**config.mk**
```make
export PLATFORM = sky130hd
export DESIGN_NAME = dryer_cycle_sequencer_unit
export DESIGN_NICKNAME = d
export VERILOG_FILES = /design/src/rtl/dcs_pkg.sv /design/src/rtl/dryer_cycle_sequencer_unit.sv /design/src/rtl/dcs_step.sv
export SDC_FILE = /design/constraint.sdc
export NUM_CORES = 2
export LEC_CHECK = 0
export BUFFER_PORTS_ARGS = -buffer_cell sky130_fd_sc_hd__buf_2
export CAP_MARGIN = 20
export CORE_ASPECT_RATIO = 0.9
export CORE_UTILIZATION = 53
export DETAILED_ROUTE_END_ITERATION = 8
export PLACE_DENSITY_LB_ADDON = 0.2
export REMOVE_ABC_BUFFERS = 1
export SYNTH_ARGS = -nofsm -noshare
export SYNTH_HDL_FRONTEND = slang
export SYNTH_SLANG_ARGS = --single-unit
```
**constraint.sdc**
```tcl
create_clock -name clk -period 16.7 [get_ports clk]
set_input_delay 1.67 -clock clk [delete_from_list [all_inputs] [get_ports clk]]
set_output_delay 1.67 -clock clk [all_outputs]
set_load 0.02 [all_outputs]
```
**src/rtl/dcs_pkg.sv**
```systemverilog
// ----------------------------------------------------------------------------
// dcs_pkg
// Types and constants shared by the dryer cycle sequencer modules.
// ----------------------------------------------------------------------------
package dcs_pkg;

  // Widths of the stream words
  localparam int unsigned IN_DATA_W  = 64;
  localparam int unsigned IN_USED_W  = 58;
  localparam int unsigned OUT_DATA_W = 16;
  localparam int unsigned OUT_USED_W = 12;
  localparam int unsigned CFG_IDX_W  = 3;
  localparam int unsigned CFG_DATA_W = 32;

  // Register indexes on the configuration port
  localparam logic [CFG_IDX_W-1:0] REG_HEAT_PHASE_TIME    = 3'd0;
  localparam logic [CFG_IDX_W-1:0] REG_DRY_PHASE_LIMIT    = 3'd1;
  localparam logic [CFG_IDX_W-1:0] REG_STABLE_PHASE_TIME  = 3'd2;
  localparam logic [CFG_IDX_W-1:0] REG_COOLING_TIME       = 3'd3;
  localparam logic [CFG_IDX_W-1:0] REG_DELTA_PERCENT      = 3'd4;
  localparam logic [CFG_IDX_W-1:0] REG_HEATER_ON_TEMP     = 3'd5;
  localparam logic [CFG_IDX_W-1:0] REG_HEATER_OFF_TEMP    = 3'd6;
  localparam logic [CFG_IDX_W-1:0] REG_INACTIVITY_TIMEOUT = 3'd7;

  // Register reset values
  localparam logic [31:0]        RST_HEAT_PHASE_TIME    = 32'd600000;
  localparam logic [31:0]        RST_DRY_PHASE_LIMIT    = 32'd3600000;
  localparam logic [31:0]        RST_STABLE_PHASE_TIME  = 32'd300000;
  localparam logic [31:0]        RST_COOLING_TIME       = 32'd600000;
  localparam logic [6:0]         RST_DELTA_PERCENT      = 7'd20;
  localparam logic signed [11:0] RST_HEATER_ON_TEMP     = 12'sd600;
  localparam logic signed [11:0] RST_HEATER_OFF_TEMP    = 12'sd700;
  localparam logic [31:0]        RST_INACTIVITY_TIMEOUT = 32'd60000;

  // Door handling timings, ms
  localparam logic [31:0] DOOR_BEEP_DELAY  = 32'd5000;
  localparam logic [31:0] DOOR_BEEP_PERIOD = 32'd10000;
  localparam logic [31:0] DOOR_ABORT_TIME  = 32'd300000;

  // Operation codes carried on tuser
  localparam logic OP_EVAL  = 1'b0;
  localparam logic OP_POWER = 1'b1;

  typedef enum logic [2:0] {
    PH_IDLE    = 3'd0,
    PH_HEATING = 3'd1,
    PH_DRYING  = 3'd2,
    PH_STABLE  = 3'd3,
    PH_COOLING = 3'd4
  } phase_t;

  // Input word, packed as on the stream (op on top, from tuser)
  typedef struct packed {
    logic              op;
    logic signed [11:0] delta_temp;
    logic signed [11:0] temp_in;
    logic              door_closed;
    logic [31:0]       now_ms;
    logic              power_request;
  } dcs_item_t;

  // Result word, lowest field last
  typedef struct packed {
    logic       event_door;
    logic       event_finish;
    logic       event_sleep;
    logic       event_start;
    logic       cooling;
    logic       powered;
    logic       running;
    logic [2:0] phase;
    logic       fan_on;
    logic       heater_on;
  } dcs_result_t;

  typedef struct packed {
    logic [31:0]       heat_phase_time;
    logic [31:0]       dry_phase_limit;
    logic [31:0]       stable_phase_time;
    logic [31:0]       cooling_time;
    logic [6:0]        delta_percent;
    logic signed [11:0] heater_on_temp;
    logic signed [11:0] heater_off_temp;
    logic [31:0]       inactivity_timeout;
  } dcs_cfg_t;

  typedef struct packed {
    logic        running_flag;
    logic        power_flag;
    logic        heater_flag;
    logic        heater_allow;
    logic        fan_flag;
    logic        fan_allow;
    logic        cooling_flag;
    phase_t      phase_reg;
    logic [31:0] start_stamp;
    logic [31:0] delta_stamp;
    logic [31:0] cooling_stamp;
    logic [31:0] on_stamp;
    logic [31:0] door_closed_stamp;
    logic [31:0] door_beep_stamp;
    logic [31:0] door_abort_stamp;
  } dcs_state_t;

  // Wrapping elapsed time
  function automatic logic [31:0] elapsed(input logic [31:0] now, input logic [31:0] stamp);
    elapsed = now - stamp;
  endfunction

endpackage

```
**src/rtl/dryer_cycle_sequencer_unit.sv**
```systemverilog
// ----------------------------------------------------------------------------
// dryer_cycle_sequencer_unit
// Dryer phase sequencer: power commands and periodic control evaluations.
// ----------------------------------------------------------------------------
// Use:
//   s_* stream: one word per command. tuser = op (0 evaluate, 1 power).
//   m_* stream: one result word per input word, in order.
//   cfg_*: write-only register port, written while the stream is quiet.
// Path: a word accepted on s_* goes through the input register, then the
//   result register, to m_tdata.
// Throughput: one word per cycle while m_tready allows it. The state update
//   for a word is combinational between the input and result registers and
//   is registered with the result, so the next word sees it straight away.
// Reset (rst, synchronous): registers return to their default values, the
//   dryer state is cleared to idle and both stages are emptied.
// Stall: when m_tready is low the result stays on m_tdata; an empty input
//   stage takes one more word, then s_tready drops until the result goes.
// ----------------------------------------------------------------------------
module dryer_cycle_sequencer_unit
  import dcs_pkg::*;
(
  input  logic                  clk,
  input  logic                  rst,
  // power_request[0], now_ms[32:1], door_closed[33], temp_in[45:34],
  // delta_temp[57:46], zero fill above
  input  logic [IN_DATA_W-1:0]  s_tdata,
  // op[0]
  input  logic                  s_tuser,
  input  logic                  s_tvalid,
  output logic                  s_tready,
  // heater_on[0], fan_on[1], phase[4:2], running[5], powered[6], cooling[7],
  // event_start[8], event_sleep[9], event_finish[10], event_door[11]
  output logic [OUT_DATA_W-1:0] m_tdata,
  output logic                  m_tvalid,
  input  logic                  m_tready,
  input  logic                  cfg_wen,
  input  logic [CFG_IDX_W-1:0]  cfg_index,
  input  logic [CFG_DATA_W-1:0] cfg_data
);

  logic        in_valid;
  dcs_item_t   in_item;
  logic        adv;
  dcs_state_t  st;
  dcs_state_t  st_next;
  dcs_cfg_t    cfg;
  dcs_result_t res;

  // Pipeline flow
  assign adv      = in_valid && (!m_tvalid || m_tready);
  assign s_tready = !in_valid || adv;

  // Input register
  always_ff @(posedge clk) begin
    if (rst) begin
      in_valid <= 1'b0;
    end else if (s_tvalid && s_tready) begin
      in_valid <= 1'b1;
    end else if (adv) begin
      in_valid <= 1'b0;
    end
    if (s_tvalid && s_tready) begin
      in_item <= {s_tuser, s_tdata[IN_USED_W-1:0]};
    end
  end

  // Configuration registers
  always_ff @(posedge clk) begin
    if (rst) begin
      cfg.heat_phase_time    <= RST_HEAT_PHASE_TIME;
      cfg.dry_phase_limit    <= RST_DRY_PHASE_LIMIT;
      cfg.stable_phase_time  <= RST_STABLE_PHASE_TIME;
      cfg.cooling_time       <= RST_COOLING_TIME;
      cfg.delta_percent      <= RST_DELTA_PERCENT;
      cfg.heater_on_temp     <= RST_HEATER_ON_TEMP;
      cfg.heater_off_temp    <= RST_HEATER_OFF_TEMP;
      cfg.inactivity_timeout <= RST_INACTIVITY_TIMEOUT;
    end else if (cfg_wen) begin
      case (cfg_index)
        REG_HEAT_PHASE_TIME:    cfg.heat_phase_time    <= cfg_data;
        REG_DRY_PHASE_LIMIT:    cfg.dry_phase_limit    <= cfg_data;
        REG_STABLE_PHASE_TIME:  cfg.stable_phase_time  <= cfg_data;
        REG_COOLING_TIME:       cfg.cooling_time       <= cfg_data;
        REG_DELTA_PERCENT:      cfg.delta_percent      <= cfg_data[6:0];
        REG_HEATER_ON_TEMP:     cfg.heater_on_temp     <= $signed(cfg_data[11:0]);
        REG_HEATER_OFF_TEMP:    cfg.heater_off_temp    <= $signed(cfg_data[11:0]);
        REG_INACTIVITY_TIMEOUT: cfg.inactivity_timeout <= cfg_data;
        default: ;
      endcase
    end
  end

  // Per-word update logic
  dcs_step u_step (
    .item    (in_item),
    .st      (st),
    .cfg     (cfg),
    .st_next (st_next),
    .res     (res)
  );

  // Dryer state
  always_ff @(posedge clk) begin
    if (rst) begin
      st <= '0;
    end else if (adv) begin
      st <= st_next;
    end
  end

  // Result register
  always_ff @(posedge clk) begin
    if (rst) begin
      m_tvalid <= 1'b0;
    end else if (adv) begin
      m_tvalid <= 1'b1;
    end else if (m_tready) begin
      m_tvalid <= 1'b0;
    end
    if (adv) begin
      m_tdata <= {{(OUT_DATA_W-OUT_USED_W){1'b0}}, res};
    end
  end

  // Checks
  a_adv_fills_out: assert property (@(posedge clk) disable iff (rst)
    adv |=> m_tvalid)
    else $error("result register not loaded after advance");

  a_power_no_events: assert property (@(posedge clk) disable iff (rst)
    adv && in_item.op == OP_POWER |=> m_tdata[11:8] == 4'd0)
    else $error("event raised by a power command");

  a_stopped_is_idle: assert property (@(posedge clk) disable iff (rst)
    adv && in_item.op == OP_EVAL && in_item.door_closed && !st_next.running_flag
    |=> m_tdata[4:2] == PH_IDLE && !m_tdata[0] && !m_tdata[1])
    else $error("stopped dryer left a phase or an actuator active");

endmodule

```
**src/rtl/dcs_step.sv**
```systemverilog
// ----------------------------------------------------------------------------
// dcs_step
// Next-state and result logic for one word: power command or evaluation.
// ----------------------------------------------------------------------------
module dcs_step
  import dcs_pkg::*;
(
  input  dcs_item_t   item,
  input  dcs_state_t  st,
  input  dcs_cfg_t    cfg,
  output dcs_state_t  st_next,
  output dcs_result_t res
);

  logic signed [20:0] d100;
  logic signed [20:0] lim;
  logic               delta_lt;
  logic               delta_gt;

  // Delta test: delta*100 against temp*percent, both fit in 21 bits
  always_comb begin
    d100     = 21'(item.delta_temp) * 21'sd100;
    lim      = 21'(item.temp_in) * $signed({14'd0, cfg.delta_percent});
    delta_lt = d100 < lim;
    delta_gt = d100 > lim;
  end

  // Sequenced update of the state for one word
  always_comb begin
    dcs_state_t  nx;
    logic        ev_start;
    logic        ev_sleep;
    logic        ev_finish;
    logic        ev_door;
    logic [31:0] now;

    nx        = st;
    ev_start  = 1'b0;
    ev_sleep  = 1'b0;
    ev_finish = 1'b0;
    ev_door   = 1'b0;
    now       = item.now_ms;

    if (item.op == OP_POWER) begin
      nx.power_flag = item.power_request;
      if (item.power_request) begin
        nx.heater_allow      = 1'b1;
        nx.fan_allow         = 1'b1;
        nx.running_flag      = 1'b1;
        nx.start_stamp       = now;
        nx.delta_stamp       = now;
        nx.cooling_stamp     = now;
        nx.on_stamp          = now;
        nx.door_closed_stamp = now;
        nx.door_beep_stamp   = now;
        nx.door_abort_stamp  = now;
      end else begin
        nx.heater_allow = 1'b0;
        nx.fan_allow    = 1'b0;
        nx.running_flag = 1'b0;
      end
    end else if (item.door_closed) begin
      // start of a cycle, or a stop after power off
      if (nx.running_flag && nx.power_flag && nx.phase_reg == PH_IDLE) begin
        nx.heater_flag  = 1'b1;
        nx.heater_allow = 1'b1;
        nx.fan_flag     = 1'b1;
        nx.fan_allow    = 1'b1;
        nx.phase_reg    = PH_HEATING;
        nx.start_stamp  = now;
        ev_start        = 1'b1;
      end else if (nx.running_flag && !nx.power_flag) begin
        nx.running_flag = 1'b0;
        nx.heater_flag  = 1'b0;
        nx.fan_flag     = 1'b0;
        nx.phase_reg    = PH_IDLE;
        nx.on_stamp     = now;
        ev_sleep        = 1'b1;
      end
      // inactivity shutoff
      if (nx.power_flag && elapsed(now, nx.on_stamp) > cfg.inactivity_timeout) begin
        nx.running_flag = 1'b0;
        nx.power_flag   = 1'b0;
        nx.heater_flag  = 1'b0;
        nx.heater_allow = 1'b0;
        nx.fan_flag     = 1'b0;
        nx.phase_reg    = PH_IDLE;
        nx.on_stamp     = now;
        ev_finish       = 1'b1;
      end
      // heating done
      if (elapsed(now, nx.start_stamp) > cfg.heat_phase_time && nx.phase_reg == PH_HEATING) begin
        nx.phase_reg   = PH_DRYING;
        nx.delta_stamp = now;
      end
      // drying: watch the delta
      if (nx.phase_reg == PH_DRYING) begin
        if (delta_lt && nx.heater_flag) nx.phase_reg = PH_STABLE;
        nx.delta_stamp = now;
      end
      // drying time limit
      if (nx.phase_reg == PH_DRYING && elapsed(now, nx.start_stamp) > cfg.dry_phase_limit) begin
        nx.phase_reg     = PH_COOLING;
        nx.cooling_flag  = 1'b1;
        nx.heater_flag   = 1'b0;
        nx.cooling_stamp = now;
        ev_sleep         = 1'b1;
      end
      // stable falls back to drying when the delta rises
      if (nx.phase_reg == PH_STABLE && delta_gt && nx.heater_allow) begin
        nx.phase_reg   = PH_DRYING;
        nx.delta_stamp = now;
      end
      // stable held long enough
      if (elapsed(now, nx.delta_stamp) > cfg.stable_phase_time && nx.phase_reg == PH_STABLE) begin
        if (delta_lt) begin
          nx.phase_reg     = PH_COOLING;
          nx.cooling_flag  = 1'b1;
          nx.heater_allow  = 1'b0;
          nx.cooling_stamp = now;
          ev_sleep         = 1'b1;
        end else begin
          nx.phase_reg   = PH_DRYING;
          nx.delta_stamp = now;
        end
      end
      // cooling done
      if (elapsed(now, nx.cooling_stamp) > cfg.cooling_time && nx.phase_reg == PH_COOLING) begin
        nx.running_flag = 1'b0;
        nx.fan_flag     = 1'b0;
        nx.power_flag   = 1'b0;
        nx.phase_reg    = PH_IDLE;
        ev_finish       = 1'b1;
      end

      nx.door_closed_stamp = now;
      nx.door_beep_stamp   = now;
      nx.door_abort_stamp  = now;
      nx.on_stamp          = now;

      // actuators
      if (nx.running_flag) begin
        nx.heater_flag = nx.heater_allow ? (item.temp_in < cfg.heater_on_temp) : 1'b0;
        nx.fan_flag    = nx.fan_allow;
        if (item.temp_in >= cfg.heater_off_temp) nx.heater_flag = 1'b0;
      end else begin
        nx.heater_flag  = 1'b0;
        nx.heater_allow = 1'b0;
        nx.fan_flag     = 1'b0;
        nx.fan_allow    = 1'b0;
        nx.power_flag   = 1'b0;
        nx.cooling_flag = 1'b0;
        nx.phase_reg    = PH_IDLE;
      end
    end else begin
      // door open: pause timers and beep
      if (nx.running_flag) begin
        if (elapsed(now, nx.door_closed_stamp) > DOOR_BEEP_DELAY) begin
          if (elapsed(now, nx.door_beep_stamp) > DOOR_BEEP_PERIOD) begin
            ev_door            = 1'b1;
            nx.door_beep_stamp = now;
            nx.start_stamp     = now;
            nx.delta_stamp     = now;
            nx.cooling_stamp   = now;
          end
        end else begin
          nx.start_stamp   = now;
          nx.delta_stamp   = now;
          nx.cooling_stamp = now;
        end
        nx.fan_flag    = 1'b0;
        nx.heater_flag = 1'b0;
      end
      // abort after a long open door
      if (elapsed(now, nx.door_abort_stamp) > DOOR_ABORT_TIME && nx.phase_reg != PH_IDLE) begin
        nx.power_flag   = 1'b0;
        nx.running_flag = 1'b0;
        nx.heater_flag  = 1'b0;
        nx.heater_allow = 1'b0;
        nx.fan_flag     = 1'b0;
        nx.fan_allow    = 1'b0;
        nx.cooling_flag = 1'b0;
        nx.phase_reg    = PH_IDLE;
        ev_sleep        = 1'b1;
      end
    end

    st_next          = nx;
    res.heater_on    = nx.heater_flag;
    res.fan_on       = nx.fan_flag;
    res.phase        = nx.phase_reg;
    res.running      = nx.running_flag;
    res.powered      = nx.power_flag;
    res.cooling      = nx.cooling_flag;
    res.event_start  = ev_start;
    res.event_sleep  = ev_sleep;
    res.event_finish = ev_finish;
    res.event_door   = ev_door;
  end

endmodule
```
# == Word level (Yosys, flattened, before mapping) ==
# Cells that the tools add are included.
# W data, S select, Z words.
# totals
ff_bits,498
output_inout_bits,18
wordCells,221
in_bits,105
# op_classes
mux,104
bitwise_logic,3
n_lt_le_gt_ge,12
add_sub_neg,7
n_reduce_logical,43
n_mul,2
n_eq_ne,15
# op_table
cell,count
$mux W32,20
$mux W224,2
$mux W96,3
$mux W64,4
$sub A32 B32 Y32,7
$gt A32 B32 Y1,5
$mux W106,1
$mux W3,17
$mux W1,41
$gt A32 B13 Y1 const B,1
$gt A32 B14 Y1 const B,1
$gt A32 B19 Y1 const B,1
$mux W4,7
$gt A21 B21 Y1,1
$lt A21 B21 Y1,1
$mul A12 B8 Y20,1
$mux W5,4
$eq A3 B2 Y1 const B,6
$mul A12 B6 Y18 const B,1
$reduce_and A2 Y1,9
$eq A3 B3 Y1 const B,5
$reduce_bool A3 Y1,5
$logic_and A1 B1 Y1,14
$ge A12 B12 Y1,1
16 further kinds,28

# == Logic depth before layout (Yosys ltp) ==
# logic_depth
depth_word,47
mapped_depth,102

# == Modules after synthesis ==
# Synthesis repeated with hierarchy kept, for this count alone.
# hier_totals
cells_unflattened,5398
hier_area_um2,44361.3
# modules_own_cells
module,area_each_um2,n_inst,cells_each
dcs_step,24960.2,1,3496
dryer_cycle_sequencer_unit,19401.1,1,1902

# == Worst setup path after synthesis ==
# OpenSTA, ideal clock, no wires.
# synth_path
kind,reg2reg
from,"register, netlist name st[233]"
to,"register, netlist name st[229]"
required_time_ns,16.609
slack_ns,-1.291
path_buffers,6
t_arrival_ns,17.900
period_less_slack_ns,17.991
stages_incl_launch_ff,94
setup_ns,0.091
path_cell_list,dfxtp_1 -> clkbuf_1 -> and3_1 -> clkbuf_1 -> clkbuf_1 -> mux2i_1 -> ha_1 -> nor2b_1 -> o21ai_0 -> a21boi_1 -> o21ai_0 -> a21boi_1 -> o2111ai_1 -> and3_1 -> o41a_1 -> o21bai_1 -> a41o_1 -> or4_1 -> [58 not listed] -> o21ai_1 -> xnor2_1 -> ha_1 -> a21o_1 -> a21o_1 -> a21o_1 -> a21o_1 -> a21o_1 -> a21o_1 -> a21oi_1 -> o21ai_0 -> o21ai_0 -> or3_1 -> a21oi_1 -> a21boi_1 -> o21ai_1 -> o21a_1 -> a311oi_1
# synth_between
elab_chain_cells,46
elab_cells_between_ends,81
cone_classes,add/sub: 4; order compare: 5; eq/ne: 6; mux: 55; reduce/logical: 11
# synth_lines
element,line_no,rtl
$logic_and A1 B1 Y1 (on tied branches),"dcs_step.sv:72, dcs_step.sv:64",
$mux W32 or $logic_and A1 B1 Y1 (tied branches),"dcs_step.sv:72, dcs_step.sv:64",
$mux W32,dcs_step.sv:64,if (nx.running_flag && nx.power_flag && nx.phase_reg == PH_IDLE) begin
$mux W32,dcs_step.sv:62,end else if (item.door_closed) begin
$mux W32,dcs_step.sv:44,if (item.op == OP_POWER) begin
$sub A32 B32 Y32,dcs_pkg.sv:107,elapsed = now - stamp;
$gt A32 B32 Y1,dcs_step.sv:81,"if (nx.power_flag && elapsed(now, nx.on_stamp) > cfg.inactivity_timeout) begin"
$logic_and A1 B1 Y1,dcs_step.sv:81,
[30 not listed],--,
$gt A32 B32 Y1,dcs_step.sv:128,"if (elapsed(now, nx.cooling_stamp) > cfg.cooling_time && nx.phase_reg == PH_COOLING) begin"
$logic_and A1 B1 Y1,dcs_step.sv:128,
$mux W2,dcs_step.sv:128,
$mux W2,dcs_step.sv:62,
$mux W2,dcs_step.sv:44,
$mux W1,dcs_step.sv:142,if (nx.running_flag) begin
$mux W106 (*),dcs_step.sv:62,
$mux W1 (*),dcs_step.sv:44,
# Mark *: on every way between the ends. The rest lies on a longest branch, timed or not. The select of a mux whose other input is x is not followed.
# A chain may end at the register's enable or synchronous reset.

# == Final worst setup path ==
# layout_path
from,register in_item[36] (netlist name)
to,"register, netlist name st[229]"
# layout_between
elab_chain_cells,33
elab_cells_between_ends,45
cone_classes,add/sub: 2; mul: 1; order compare: 4; eq/ne: 4; mux: 28; reduce/logical: 6
# layout_lines
element,line_no,rtl
"start, declared",dryer_cycle_sequencer_unit.sv:42,dcs_item_t in_item;
"start signal, assigned",dryer_cycle_sequencer_unit.sv:63,"in_item <= {s_tuser, s_tdata[IN_USED_W-1:0]};"
$mul A12 B8 Y20 (*),dcs_step.sv:23,"lim = 21'(item.temp_in) * $signed({14'd0, cfg.delta_percent});"
$lt A21 B21 Y1,dcs_step.sv:24,delta_lt = d100 < lim;
$logic_and A1 B1 Y1,dcs_step.sv:98,if (delta_lt && nx.heater_flag) nx.phase_reg = PH_STABLE;
$mux W3,dcs_step.sv:98,
$mux W3,dcs_step.sv:97,if (nx.phase_reg == PH_DRYING) begin
$mux W3,dcs_step.sv:62,
$mux W3,dcs_step.sv:44,
$eq A3 B2 Y1,dcs_step.sv:102,"if (nx.phase_reg == PH_DRYING && elapsed(now, nx.start_stamp) > cfg.dry_phase_limit) begin"
[17 not listed],--,
$gt A32 B32 Y1,dcs_step.sv:128,
$logic_and A1 B1 Y1 (*),dcs_step.sv:128,
$mux W2 (*),dcs_step.sv:128,
$mux W2 (*),dcs_step.sv:62,
$mux W2 (*),dcs_step.sv:44,
$mux W1 (*),dcs_step.sv:142,
$mux W106 (*),dcs_step.sv:62,
$mux W1 (*),dcs_step.sv:44,
# Marks and branches as above.

==> results.yml <==
run_status:
  status: "finished with violations"
  violations: "DRC, setup timing"
pwr:
  ir_worst_vdd_mv: 0.0801
  power_w: 0.00398
  p_per_area_mw_per_mm2: 90.5
  p_leak_nw: 20.4
synthesis:
  synth_edf_count: 71
  netlist-cell-type-count: 98
  synth_ff_type: "dfxtp_1"
  avgSynthCellArea_sq_um: 8.22
  ys.warnings.count: 0
  netlist_area_sq_mm: 0.0355
  synth.yosys.seq_area_share_pct: 26.5
  synth_cells: 4318
  async_flop_share_pct: 0
  ys_seq_elements: 434
timing:
  period_needed_ns: 17.28
  clock.fmax_ghz: 0.0579
  rsz0062_at_grt: "true"
  tightestPinTransition_ns: 1.15
  slew_viol_final: 0
  setup-violations-final: 15
  slew_headroom_pct: 23.5
  setup_ws_ns: -0.580
  skew_ns: 0.0261
  fin_crit_sh_pct: 103
  hold_viol: 0
placed_design:
  place_inst: 5734
  gp_congestion: 0.966
  pre_cts_slack_ns: -2.04
  port_buffers: 112
  hpwl_mm: 85.7
  dpl_cell_area_sq_mm: 0.0410
clocking:
  clk_pin_slew_ns: 0.06
  cts_buffers: 50
  cts_buffer_depth: 3
  tritoncts: "done"
  cts_root_buffer: "clkbuf_16"
  cts_hold_buf: 0
  cts_max_level: 2
  clkLatencyLatePin_ns: 0.62
  cts.sink_count: 434
min_path:
  worstHoldPathType: "flip-flop to flip-flop"
  min-delay-start: "cfg[83]"
layout:
  drive_above_1_share_pct: 20.5
  final_common_cell: "nand2_1"
  final_util_pct: 66.8
  instances_no_fill: 5870
  fin_nets: 5616
  area_delta_synth_final_pct: 24.0
  nFillCells: 5522
  layout_common_cells: "nand2_1, buf_4, inv_1"
  postLayoutCellArea_sq_mm: 0.0440
die:
  core_area_sq_mm: 0.0659
  initial_core_util_pct: 53.9
  die_w_um: 275
  die-area_sq_mm: 0.0680
  fp.dieH_um: 248
  ios: 123
  rows: 89
worst_setup_path:
  startpoint_type: "flip-flop"
  cp_common_cell: "a21oi_2"
  worst_ep_arrival_time_ns: 17.80
  path_class: "flip-flop to flip-flop"
  required_ns: 17.22
  end_kind: "flip-flop"
  critPathMaxStageDelay_ns: 0.52
  slowest_stage: "fa_1"
  path_max_fanout: 6
  r2r_start: "in_item[36]"
  critPathLaunch: "in_item[36]"
grt:
  track_usage_pct: 31.3
  grt_pass1_wl_mm: 167
  overflow: 0
  grt_antenna_before_repair: 6
  grt_pass1_vias: 30500
  grt_max_degree: 88
drt:
  wl_mm: 110
  drt_iter0_drc: 2628
  drc_errors: 3
  vias: 33000
  vias_per_cell: 5.62
  first_pass_iters: 9
  wl_per_cell_um: 18.8
  ant_nets: 0
run:
  max_cap_violations: 0
## worst paths after layout
kind | end | slack (ns) | cells past startpoint
max reg2reg | st[229] | -0.58 | 98
max | st[229] | -0.58 | 98
min reg2reg | cfg[83] | 0.45 | 2
min | cfg[83] | 0.45 | 2
## through the flow
step	hold WS (ns)	setup TNS (ns)
after global routing	0.466	-18.60
after floorplan	0.428	-36.57
final	0.454	-6.42
after detailed placement	0.447	-29.25
after global placement	0.442	-23.32
after CTS	0.455	-14.37
## area by class of cell
class | count | area [sq um] | share of cell area (%)
Tap cell | 864 | 1080 | 2.46
Inverter | 492 | 1850 | 4.21
Timing Repair Buffer | 746 | 5400 | 12.3
Multi-Input combinational cell | 3238 | 24500 | 55.6
Sequential cell | 434 | 9410 | 21.4
Clock buffer | 67 | 1450 | 3.29
Clock inverter | 26 | 359 | 0.816
Antenna cell | 3 | 7.51 | 0.0171
## worst max-delay path, delay by kind of cell, from the launching register on
| kind | cells | cell delay, ns |
|---|---|---|
| multiplexers | 1 | 0.23 |
| flip-flops | 1 | 0.48 |
| adder cells (fa/ha/maj) | 11 | 3.57 |
| AO/OA/AOI/OAI | 61 | 9.52 |
| XOR/XNOR | 3 | 0.49 |
| buffers and inverters | 9 | 1.04 |
| AND/OR/NAND/NOR | 13 | 1.80 |
## cells by family after synthesis
| family | Yosys count | share of synthesized area, % |
|---|---|---|
| and+or+nand+nor | 1281 | 16.3 |
| AOI/OAI and AO/OA | 971 | 17.3 |
| buffers and inverters | 649 | 7.07 |
| adders and majority gates | 549 | 21.1 |
| DFF | 434 | 26.5 |
| muxes | 273 | 7.75 |
| xor gates and xnor gates | 160 | 3.95 |
| other | 1 | 0.0106 |
## flip-flops by register name, summed over array words and instances (netlist names)
name and flops:
in_item 59, m_tdata 12, cfg 191, m_tvalid 1
st 170, in_valid 1
## synth_stat cells, types with 72 or more instances
master | number | share of area [%]
dfxtp_1 | 363 | 20
xnor2_1 | 120 | 3.0
a21o_1 | 106 | 2.2
clkbuf_1 | 123 | 1.3
inv_1 | 489 | 5.2
ha_1 | 467 | 16
and2_1 | 75 | 1.3
fa_1 | 82 | 4.6
a21oi_1 | 381 | 5.4
mux2i_1 | 267 | 7.5
o211ai_1 | 72 | 1.5
o21ai_0 | 113 | 1.6
nand2_1 | 704 | 7.4
nor2_1 | 173 | 1.8
## metal layers
| layer | share of wire [%] | wire (um) | GRT usage, % |
|---|---|---|---|
| met5 | 0 | 0 | 0 |
| met4 | 3.5 | 3880 | 10.7 |
| met3 | 6.3 | 6910 | 4.60 |
| met2 | 46 | 50300 | 51.1 |
| met1 | 45 | 49100 | 42.2 |
## where the power goes
group	internal [W]	leakage [nW]	switching, W	total [W]
registers	0.00110	3.64	0.0000294	0.00113
logic	0.000754	15.8	0.000878	0.00163
clock network	0.000735	0.898	0.000484	0.00122
## repair_timing
item,4_1_cts,5_1_grt
pin swaps,23,170
setup endpoints to repair,15,15
gates resized for setup,35,177
buffers inserted,8,33
Power figures use the tool's default switching activity.
